$ cat config.mk
export PLATFORM = sky130hd
export DESIGN_NAME = msb_first_bit_packer
export DESIGN_NICKNAME = d
export VERILOG_FILES = /design/src/rtl/bpk_pkg.sv /design/src/rtl/bpk_pack.sv /design/src/rtl/msb_first_bit_packer.sv
export VERILOG_INCLUDE_DIRS = /design/src /design/src/rtl
export SDC_FILE = /design/constraint.sdc
export NUM_CORES = 1
export LEC_CHECK = 0
export BUFFER_PORTS_ARGS = -buffer_cell sky130_fd_sc_hd__buf_2
export CAP_MARGIN = 25
export CORE_MARGIN = 8
export CORE_UTILIZATION = 56
export CTS_BUF_LIST = sky130_fd_sc_hd__clkbuf_8 sky130_fd_sc_hd__clkbuf_16
export CTS_CLUSTER_DIAMETER = 80
export CTS_CLUSTER_SIZE = 30
export DETAILED_ROUTE_END_ITERATION = 16
export PLACE_DENSITY = 0.77
export SYNTH_ARGS = -nofsm -noshare
export SYNTH_HDL_FRONTEND = slang
export SYNTH_SLANG_ARGS = --single-unit
export TNS_END_PERCENT = 50
$ cat constraint.sdc
create_clock -name clk -period 5.5 [get_ports clk]
set_input_delay 0.55 -clock clk [delete_from_list [all_inputs] [get_ports clk]]
set_output_delay 0.55 -clock clk [all_outputs]
set_load 0.03 [all_outputs]
$ cat src/rtl/assert_macros.svh
// assertion helpers shared by the rtl
`ifndef ASSERT_MACROS_SVH
`define ASSERT_MACROS_SVH

// same-cycle implication
`define ASSERT_IMPLIES(label, clk, rst_n, ante, cons) \
	label: assert property (@(posedge clk) disable iff (!rst_n) (ante) |-> (cons)) \
		else $error("assertion failed");

// next-cycle implication
`define ASSERT_NEXT(label, clk, rst_n, ante, cons) \
	label: assert property (@(posedge clk) disable iff (!rst_n) (ante) |=> (cons)) \
		else $error("assertion failed");

`endif

$ cat src/rtl/bpk_pkg.sv
package bpk_pkg;

	localparam int DEF_ADDR_BITS = 16;

	// command codes
	localparam logic CMD_START  = 1'b0;
	localparam logic CMD_APPEND = 1'b1;

	localparam logic [3:0] FULL_BITS = 4'd8;

	typedef struct packed {
		logic        cmd;
		logic [15:0] base_addr;
		logic [7:0]  data_byte;
		logic        block_end;
		logic [3:0]  valid_bits;
	} item_t;

	typedef struct packed {
		logic [15:0] addr;
		logic [7:0]  data;
		logic        last;
	} wr_t;

	typedef struct packed {
		logic [1:0] nres;
		wr_t        w0;
		wr_t        w1;
	} pack_res_t;

endpackage

$ cat src/rtl/bpk_pack.sv
module bpk_pack
	import bpk_pkg::*;
#(
	parameter int ADDR_BITS = DEF_ADDR_BITS
) (
	input  item_t                 item,
	input  logic [ADDR_BITS-1:0]  ptr_q,
	input  logic [2:0]            off_q,
	input  logic [7:0]            held_q,
	output logic [ADDR_BITS-1:0]  nxt_ptr,
	output logic [2:0]            nxt_off,
	output logic [7:0]            nxt_held,
	output pack_res_t             res
);

	logic [3:0]           n;
	logic [15:0]          mask_wide;
	logic [7:0]           dm;
	logic [15:0]          wide;
	logic [7:0]           first;
	logic [7:0]           spill;
	logic [3:0]           total;
	logic [3:0]           spill_cnt;
	logic [ADDR_BITS-1:0] ptr_inc;
	logic [31:0]          ptr_ext;
	logic [31:0]          inc_ext;
	logic [31:0]          base_ext;

	always_comb begin
		// valid bit count; a byte that does not end the block, or an out of range count, means a full byte
		if (item.block_end && item.valid_bits >= 4'd1 && item.valid_bits <= FULL_BITS) begin
			n = item.valid_bits;
		end else begin
			n = FULL_BITS;
		end
		mask_wide = 16'hFF00 >> n;
		dm        = item.data_byte & mask_wide[7:0];
		wide      = {dm, 8'h00} >> off_q;
		first     = held_q | wide[15:8];
		spill     = wide[7:0];
		total     = {1'b0, off_q} + n;
		spill_cnt = total - FULL_BITS;
		ptr_inc   = ptr_q + ADDR_BITS'(1);
		ptr_ext   = 32'(ptr_q);
		inc_ext   = 32'(ptr_inc);
		base_ext  = 32'(item.base_addr);

		res.w0.addr = ptr_ext[15:0];
		res.w0.data = first;
		res.w0.last = 1'b1;
		res.w1.addr = inc_ext[15:0];
		res.w1.data = spill;
		res.w1.last = 1'b1;

		if (item.cmd == CMD_START) begin
			res.nres = 2'd0;
			nxt_ptr  = base_ext[ADDR_BITS-1:0];
			nxt_off  = 3'd0;
			nxt_held = 8'h00;
		end else if (total > FULL_BITS) begin
			// bits spill into the next byte
			res.nres    = 2'd2;
			res.w0.last = 1'b0;
			nxt_ptr     = ptr_inc;
			nxt_off     = spill_cnt[2:0];
			nxt_held    = spill;
		end else if (total == FULL_BITS) begin
			res.nres = 2'd1;
			nxt_ptr  = ptr_inc;
			nxt_off  = 3'd0;
			nxt_held = 8'h00;
		end else begin
			res.nres = 2'd1;
			nxt_ptr  = ptr_q;
			nxt_off  = total[2:0];
			nxt_held = first;
		end
	end

endmodule

$ cat src/rtl/msb_first_bit_packer.sv
// an accepted input transaction is registered, then packed into the output queue
// throughput: one input transaction per cycle while each causes a single write and the
//   output does not stall; a spilling transaction makes two writes on the single output port
// reset: arst_n clears the write pointer, bit offset, held byte and all valid flags at once
`include "assert_macros.svh"

module msb_first_bit_packer
	import bpk_pkg::*;
#(
	parameter int ADDR_BITS = DEF_ADDR_BITS
) (
	input  logic        clk,
	input  logic        arst_n,
	// input channel
	input  logic        in_valid,
	output logic        in_stall,
	input  logic        cmd,
	input  logic [15:0] base_addr,
	input  logic [7:0]  data_byte,
	input  logic        block_end,
	input  logic [3:0]  valid_bits,
	// byte write channel
	output logic        out_valid,
	input  logic        out_stall,
	output logic [15:0] wr_addr,
	output logic [7:0]  wr_data,
	output logic        run_last
);

	// input register
	logic  v_s1;
	item_t item_s1;

	// packing state
	logic [ADDR_BITS-1:0] ptr_q;
	logic [2:0]           off_q;
	logic [7:0]           held_q;

	logic [ADDR_BITS-1:0] nxt_ptr;
	logic [2:0]           nxt_off;
	logic [7:0]           nxt_held;
	pack_res_t            res;

	// two-entry output queue, slot0 is the one shown on the port
	logic [1:0] cnt_q;
	wr_t        slot0_q;
	wr_t        slot1_q;

	logic       accept;
	logic       pop;
	logic       fire;
	logic [1:0] rem;
	logic [2:0] room_need;
	wr_t        e0;
	wr_t        e1;
	wr_t        slot0_n;
	wr_t        slot1_n;
	logic [1:0] push_cnt;

	bpk_pack #(
		.ADDR_BITS (ADDR_BITS)
	) u_pack (
		.item     (item_s1),
		.ptr_q    (ptr_q),
		.off_q    (off_q),
		.held_q   (held_q),
		.nxt_ptr  (nxt_ptr),
		.nxt_off  (nxt_off),
		.nxt_held (nxt_held),
		.res      (res)
	);

	always_comb begin
		// entries left once the head transaction is taken this cycle
		pop       = out_valid && !out_stall;
		rem       = cnt_q - {1'b0, pop};
		room_need = {1'b0, rem} + {1'b0, res.nres};
		// the registered item is packed only when all its writes fit in the queue
		fire      = v_s1 && (room_need <= 3'd2);
		in_stall  = v_s1 && !fire;
		accept    = in_valid && !in_stall;
		push_cnt  = fire ? res.nres : 2'd0;

		// compact the queue after a pop
		e0 = pop ? slot1_q : slot0_q;
		e1 = slot1_q;

		// append new writes behind what is left
		slot0_n = (rem != 2'd0) ? e0 : res.w0;
		if (rem == 2'd2) begin
			slot1_n = e1;
		end else if (rem == 2'd1) begin
			slot1_n = res.w0;
		end else begin
			slot1_n = res.w1;
		end
	end

	// control state
	always_ff @(posedge clk or negedge arst_n) begin
		if (!arst_n) begin
			v_s1   <= 1'b0;
			cnt_q  <= 2'd0;
			ptr_q  <= '0;
			off_q  <= 3'd0;
			held_q <= 8'h00;
		end else begin
			if (accept) begin
				v_s1 <= 1'b1;
			end else if (fire) begin
				v_s1 <= 1'b0;
			end
			cnt_q <= rem + push_cnt;
			if (fire) begin
				ptr_q  <= nxt_ptr;
				off_q  <= nxt_off;
				held_q <= nxt_held;
			end
		end
	end

	// payload registers
	always_ff @(posedge clk) begin
		if (accept) begin
			item_s1.cmd        <= cmd;
			item_s1.base_addr  <= base_addr;
			item_s1.data_byte  <= data_byte;
			item_s1.block_end  <= block_end;
			item_s1.valid_bits <= valid_bits;
		end
		slot0_q <= slot0_n;
		slot1_q <= slot1_n;
	end

	assign out_valid = (cnt_q != 2'd0);
	assign wr_addr   = slot0_q.addr;
	assign wr_data   = slot0_q.data;
	assign run_last  = slot0_q.last;

	// queue never holds more than two writes
	`ASSERT_IMPLIES(a_cnt_max, clk, arst_n, 1'b1, cnt_q <= 2'd2)
	// a packed transaction always finds room for its writes
	`ASSERT_IMPLIES(a_room, clk, arst_n, fire, room_need <= 3'd2)
	// bits of the held byte past the offset stay zero
	`ASSERT_IMPLIES(a_held_clean, clk, arst_n, 1'b1, (held_q & (8'hFF >> off_q)) == 8'h00)
	// a start transaction leaves an empty partial byte
	`ASSERT_NEXT(a_start_clr, clk, arst_n, fire && item_s1.cmd == CMD_START,
		off_q == 3'd0 && held_q == 8'h00)

endmodule
==> results of run 1 <==
[cell type report]
class                   count  area [um^2]
well taps                 133          166
clock inverters             7         83.8
multi-input cells         355         2290
clock buffers               9          124
flip-flops and latches    110         3150
repair buffers             65          353
inverters                  13         48.8
fillers                   833         3600
[placed cells by master, fill, tap and decap left out, types with 4 or more instances in the layout]
cell type	n
nand2b_1	6
o311ai_1	7
nor2b_1	4
nor4_1	4
clkbuf_8	9
o22ai_1	16
nor3_1	6
a211oi_1	6
a31oi_1	6
o21ai_0	13
xnor2_1	13
a21oi_1	30
nand3_1	15
nand2_1	96
xor2_1	7
ha_1	7
edfxtp_1	80
and3_1	8
nand4_1	7
nor2_1	15
mux2_2	4
buf_2	60
dfrtp_1	30
and2_1	8
o21ai_1	9
mux2i_1	16
inv_1	13
[worst max-delay path: stages, from the launching register on]
cell and delay (ns):
edfxtp_1 0.60, and2_1 0.24, ha_1 0.32, a21oi_1 0.30
a211o_1 0.67, a21oi_4 0.20, nor2b_1 0.16, ha_1 0.15
inv_1 0.05, fa_1 0.44, nand2b_1 0.21, nand2_1 0.14
nand2_1 0.11, inv_1 0.06, buf_2 0.19
[flip-flops by register name, indices dropped and copies added, names as in the netlist]
name,count
ptr_q,16
cnt_q,2
held_q,8
wr_data,8
off_q,3
v_s1,1
item_s1,30
e1,25
wr_addr,16
run_last,1
[kinds of logic after synthesis]
family | after synthesis | synth area share (%)
multiplexers | 20 | 3.62
flip-flops | 110 | 55.6
adder cells (fa/ha/maj) | 9 | 2.25
XOR/XNOR | 20 | 3.09
buffers and inverters | 51 | 3.99
AO/OA/AOI/OAI | 128 | 16.7
AND/OR/NAND/NOR | 178 | 14.7
[layer usage]
metal | up-vias | GRT usage (%) | wire length (um)
li1 | 1993 | - | -
met2 | 180 | 28.1 | 5340
met4 | 0 | 6.48 | 176
met3 | 15 | 3.26 | 935
met1 | 1957 | 28.1 | 5920
met5 | - | 0 | 0
[path summary, 6_finish.rpt]
path,startpoint,endpoint,slack (ns),cells after the start
worst max register to register,item_s1[2],ptr_q[11],0.81,14
worst max-delay path,item_s1[2],in_stall,0.74,14
min in group clk,base_addr[10],item_s1[23],0.34,1
max in group asynchronous,arst_n,off_q[0],4.80,1
worst min register to register,held_q[6],held_q[6],0.51,2
worst min-delay path,arst_n,held_q[3],0.22,1
[through the flow]
step,utilization [%],std cells
floorplan,-,516
global placement,60.9,674
detailed placement,61.3,676
finish,63.4,692
global route,63.4,692
CTS,63.4,692
==> results.yml, run 1 <==
clock_tree:
  clk_latency_ns: 0.37
  cts_setup_buffers: 0
  cts_max_level: 3
  clk_root_buffer_cell: "clkbuf_8"
  cts_num_sinks: 110
  postCtsResizedCells: 0
  cts_made_buffers: 9
  cts-hold-fix-buffers: 0
  clkTransAtPathRegs_ns: 0.11
  clockBufferDepth: 2
  cts_tree: "done"
timing:
  worst_hold_slack_ns: 0.223
  drv_slew: 0
  timing.final.hold_violations: 0
  setup_viol: 0
  timing.final.ws_setup_ns: 0.737
  period_share_pct: 86.6
  tightest_slew_ns: 0.854
  rsz0062_at_grt: "no"
  tns_ns: 0
  max_freq_ghz: 0.210
  relSlewSlack_pct: 42.9
  min_period_ns: 4.76
  skew_ns: 0.0147
synth:
  yosys-top-cells-count: "nand2_1 (96), edfxtp_1 (80), a21oi_1 (30), dfrtp_1 (30), clkbuf_1 (21)"
  synth_area_leaders: "edfxtp_1 (42%), dfrtp_1 (13%), nand2_1 (6.4%), mux2i_1 (2.8%), a21oi_1 (2.6%)"
  synth_seq_cells: 110
  synth-async-reset-ratio_pct: 27.3
  ys_seq_area_share_pct: 55.6
  synth_nets: 559
  synth_cell_types: 64
  syn_area_um2: 5670
  synth_top_flop_cell: "edfxtp_1"
  synth.avg_cell_area_um2: 11.0
  syn_inst: 516
  post-synth-top-count-cell: "nand2_1"
  synth_edf_count: 80
  synth_top_cell_by_area: "edfxtp_1"
  ys_warn_count: 0
  synth_top_area_share_pct: 42.4
detailed_routing:
  drt-pass1-iter-count: 5
  ant_nets: 0
  vias_per_cell: 5.99
  wire_per_inst_um: 17.9
  drt_iter0_markers: 347
  routed_wl_um: 12400
  vias: 4145
  drc_errors: 0
die:
  die_y_um: 117
  die_x_um: 117
  row_count: 36
  design.die.area_um2: 13600
  core_area_um2: 9820
  io_pins: 61
  initial_core_util_pct: 57.7
grt:
  grt_max_degree: 31
  grt_pass1_vias: 3942
  grt_usage_pct: 19.2
  grt_first_pass_wirelength_um: 20400
  antenna_found_initial: 0
  overflow: 0
placement:
  place_area_um2: 6010
  port_buffers: 60
  place_congestion: 0.910
  hpwlAfterDp_um: 8940
  post-place-ws_ns: 0.920
worst_setup_path:
  required_ns: 4.95
  crit_fanout: 19
  end_kind: "primary output"
  crit_type: "flop to primary output"
  start_kind: "flop"
  worstPathArrival_ns: 4.21
job:
  drv_cap: 0
status:
  outcome: "finished, final reports clean"
cells_and_area:
  n_antenna_cell: 0
  layout.nets: 597
  drive_gt1_share_pct: 17.5
  final_cell_area_um2: 6220
  area_growth_pct: 9.76
worst_hold_path:
  hp-class: "input pin to asynchronous set/reset pin"
Power of run 1 is not shown: default switching activity piles up to over one toggle a cycle in this logic, so the estimate is an artifact.
==> inputs of run 2 (changes only) <==
--- a/config.mk
+++ b/config.mk
@@ -8,7 +8,6 @@
 export LEC_CHECK = 0
 export BUFFER_PORTS_ARGS = -buffer_cell sky130_fd_sc_hd__buf_2
 export CAP_MARGIN = 25
-export CORE_MARGIN = 8
 export CORE_UTILIZATION = 56
 export CTS_BUF_LIST = sky130_fd_sc_hd__clkbuf_8 sky130_fd_sc_hd__clkbuf_16
 export CTS_CLUSTER_DIAMETER = 80
==> results.yml, run 2 (synthesis results as in run 1) <==
die:
  io_pins: 61
  initial_core_util_pct: 58.0
  core_area_um2: 9770
  die_y_um: 103
  row_count: 36
  die_x_um: 103
  design.die.area_um2: 10500
cells_and_area:
  multiInputGateArea_um2: 2290
  layout.nets: 597
  area_growth_pct: 9.95
  regMostFlops: "item_s1"
  mostFrequentLayoutCell: "nand2_1"
  final_core_util_pct: 63.8
  largest_reg_flops: 30
  fillers: 789
  n_antenna_cell: 0
  final_cell_mix: "nand2_1 (96), edfxtp_1 (80), buf_2 (60), a21oi_1 (30), dfrtp_1 (30)"
  seq_area_um2: 3150
  final_cell_area_um2: 6230
  drive_gt1_share_pct: 17.7
clock_tree:
  postCtsResizedCells: 0
  clockBufferDepth: 2
  cts_max_level: 3
  cts_tree: "done"
  clkTransAtPathRegs_ns: 0.10
  clk_latency_ns: 0.39
  cts-hold-fix-buffers: 0
  cts_num_sinks: 110
  cts_made_buffers: 9
  clk_root_buffer_cell: "clkbuf_8"
  cts_setup_buffers: 0
timing:
  period_share_pct: 86.3
  timing.final.hold_violations: 0
  max_freq_ghz: 0.211
  tns_ns: 0
  setup_viol: 0
  min_period_ns: 4.75
  drv_slew: 0
  relSlewSlack_pct: 43.2
  rsz0062_at_grt: "no"
  tightest_slew_ns: 0.851
  skew_ns: 0.0110
worst_setup_path:
  cp.depth: 14
  crit_family: "adder cells"
  worstPathArrival_ns: 4.20
  required_ns: 4.95
  crit_type: "flop to primary output"
  worstRegToRegCells: 14
  cp_slowest_cell: "dfrtp_1"
  path_common_cell: "inv_1"
  slowest_delay_ns: 0.72
  start_kind: "flop"
  cp_cell_sequence: "inv_1 > fa_1 > xnor2_1 > nor3b_1 > a21oi_4 > nor2b_1 > ha_1 > inv_1 > fa_1 > nand2b_1 > nand2_1 > nand2_1 > inv_1 > buf_2"
  crit_fanout: 16
  end_kind: "primary output"
  cp_num_buf_inv: 4
placement:
  hpwlAfterDp_um: 8220
  place_congestion: 0.916
  port_buffers: 60
  place_area_um2: 6000
detailed_routing:
  drt-pass1-iter-count: 5
  ant_nets: 0
  wire_per_inst_um: 16.8
  routed_wl_um: 11600
  vias_per_cell: 5.97
  drc_errors: 0
  vias: 4129
  drt_iter0_markers: 349
grt:
  grt_max_degree: 31
  overflow: 0
  grt_usage_pct: 24.0
  antenna_found_initial: 0
  grt_pass1_vias: 3690
  grt_first_pass_wirelength_um: 19100
status:
  outcome: "finished, final reports clean"
worst_hold_path:
  hp-class: "input pin to asynchronous set/reset pin"
job:
  drv_cap: 0
[run 2: cell types whose count changed in the layout (fill, tap and decap cells not counted)]
cell / before / now
bufinv_16: 1 / 2
clkinv_2: 1 / 3
clkinv_4: 1 / 0
clkinv_8: 1 / 0
inv_1: 13 / 12
[run 2: per-stage QoR]
stage	cells	setup slack (ns)	hold slack (ns)
floorplan	516	1.50	0.254
global placement	674	1.19	0.477
detailed placement	675	0.973	0.485
CTS	691	0.770	0.235
global route	692	0.426	0.250
finish	692	0.752	0.218
[run 2: final cells by class]
type,count,area share [%]
timing repair buffer,65,5.66
inverter,13,0.783
tap,133,2.67
clock inverter,7,1.53
sequential,110,50.6
multi-input combinational,355,36.8
clock buffer,9,1.99
[run 2: metal layers]
layer  wire [um]  up-vias  GRT usage [%]  share of wire, %
met3         675       17           4.61               5.8
met5           0        -              0                 0
met2        5200      159           34.3                45
li1            -     2001              -                 -
met4         210        0           8.35               1.8
met1        5520     1952           36.5                48
[run 2: path summary, 6_finish.rpt]
kind                                     to          from  slack [ns]
max in group asynchronous          off_q[2]        arst_n        4.81
worst min-delay path               ptr_q[9]        arst_n        0.22
worst min register to register    held_q[6]     held_q[6]        0.52
min in group clk                item_s1[10]  data_byte[5]        0.33
worst max register to register    held_q[2]      off_q[1]        0.84
worst max-delay path               in_stall      off_q[1]        0.75
Power of run 2 is left out for the same reason.
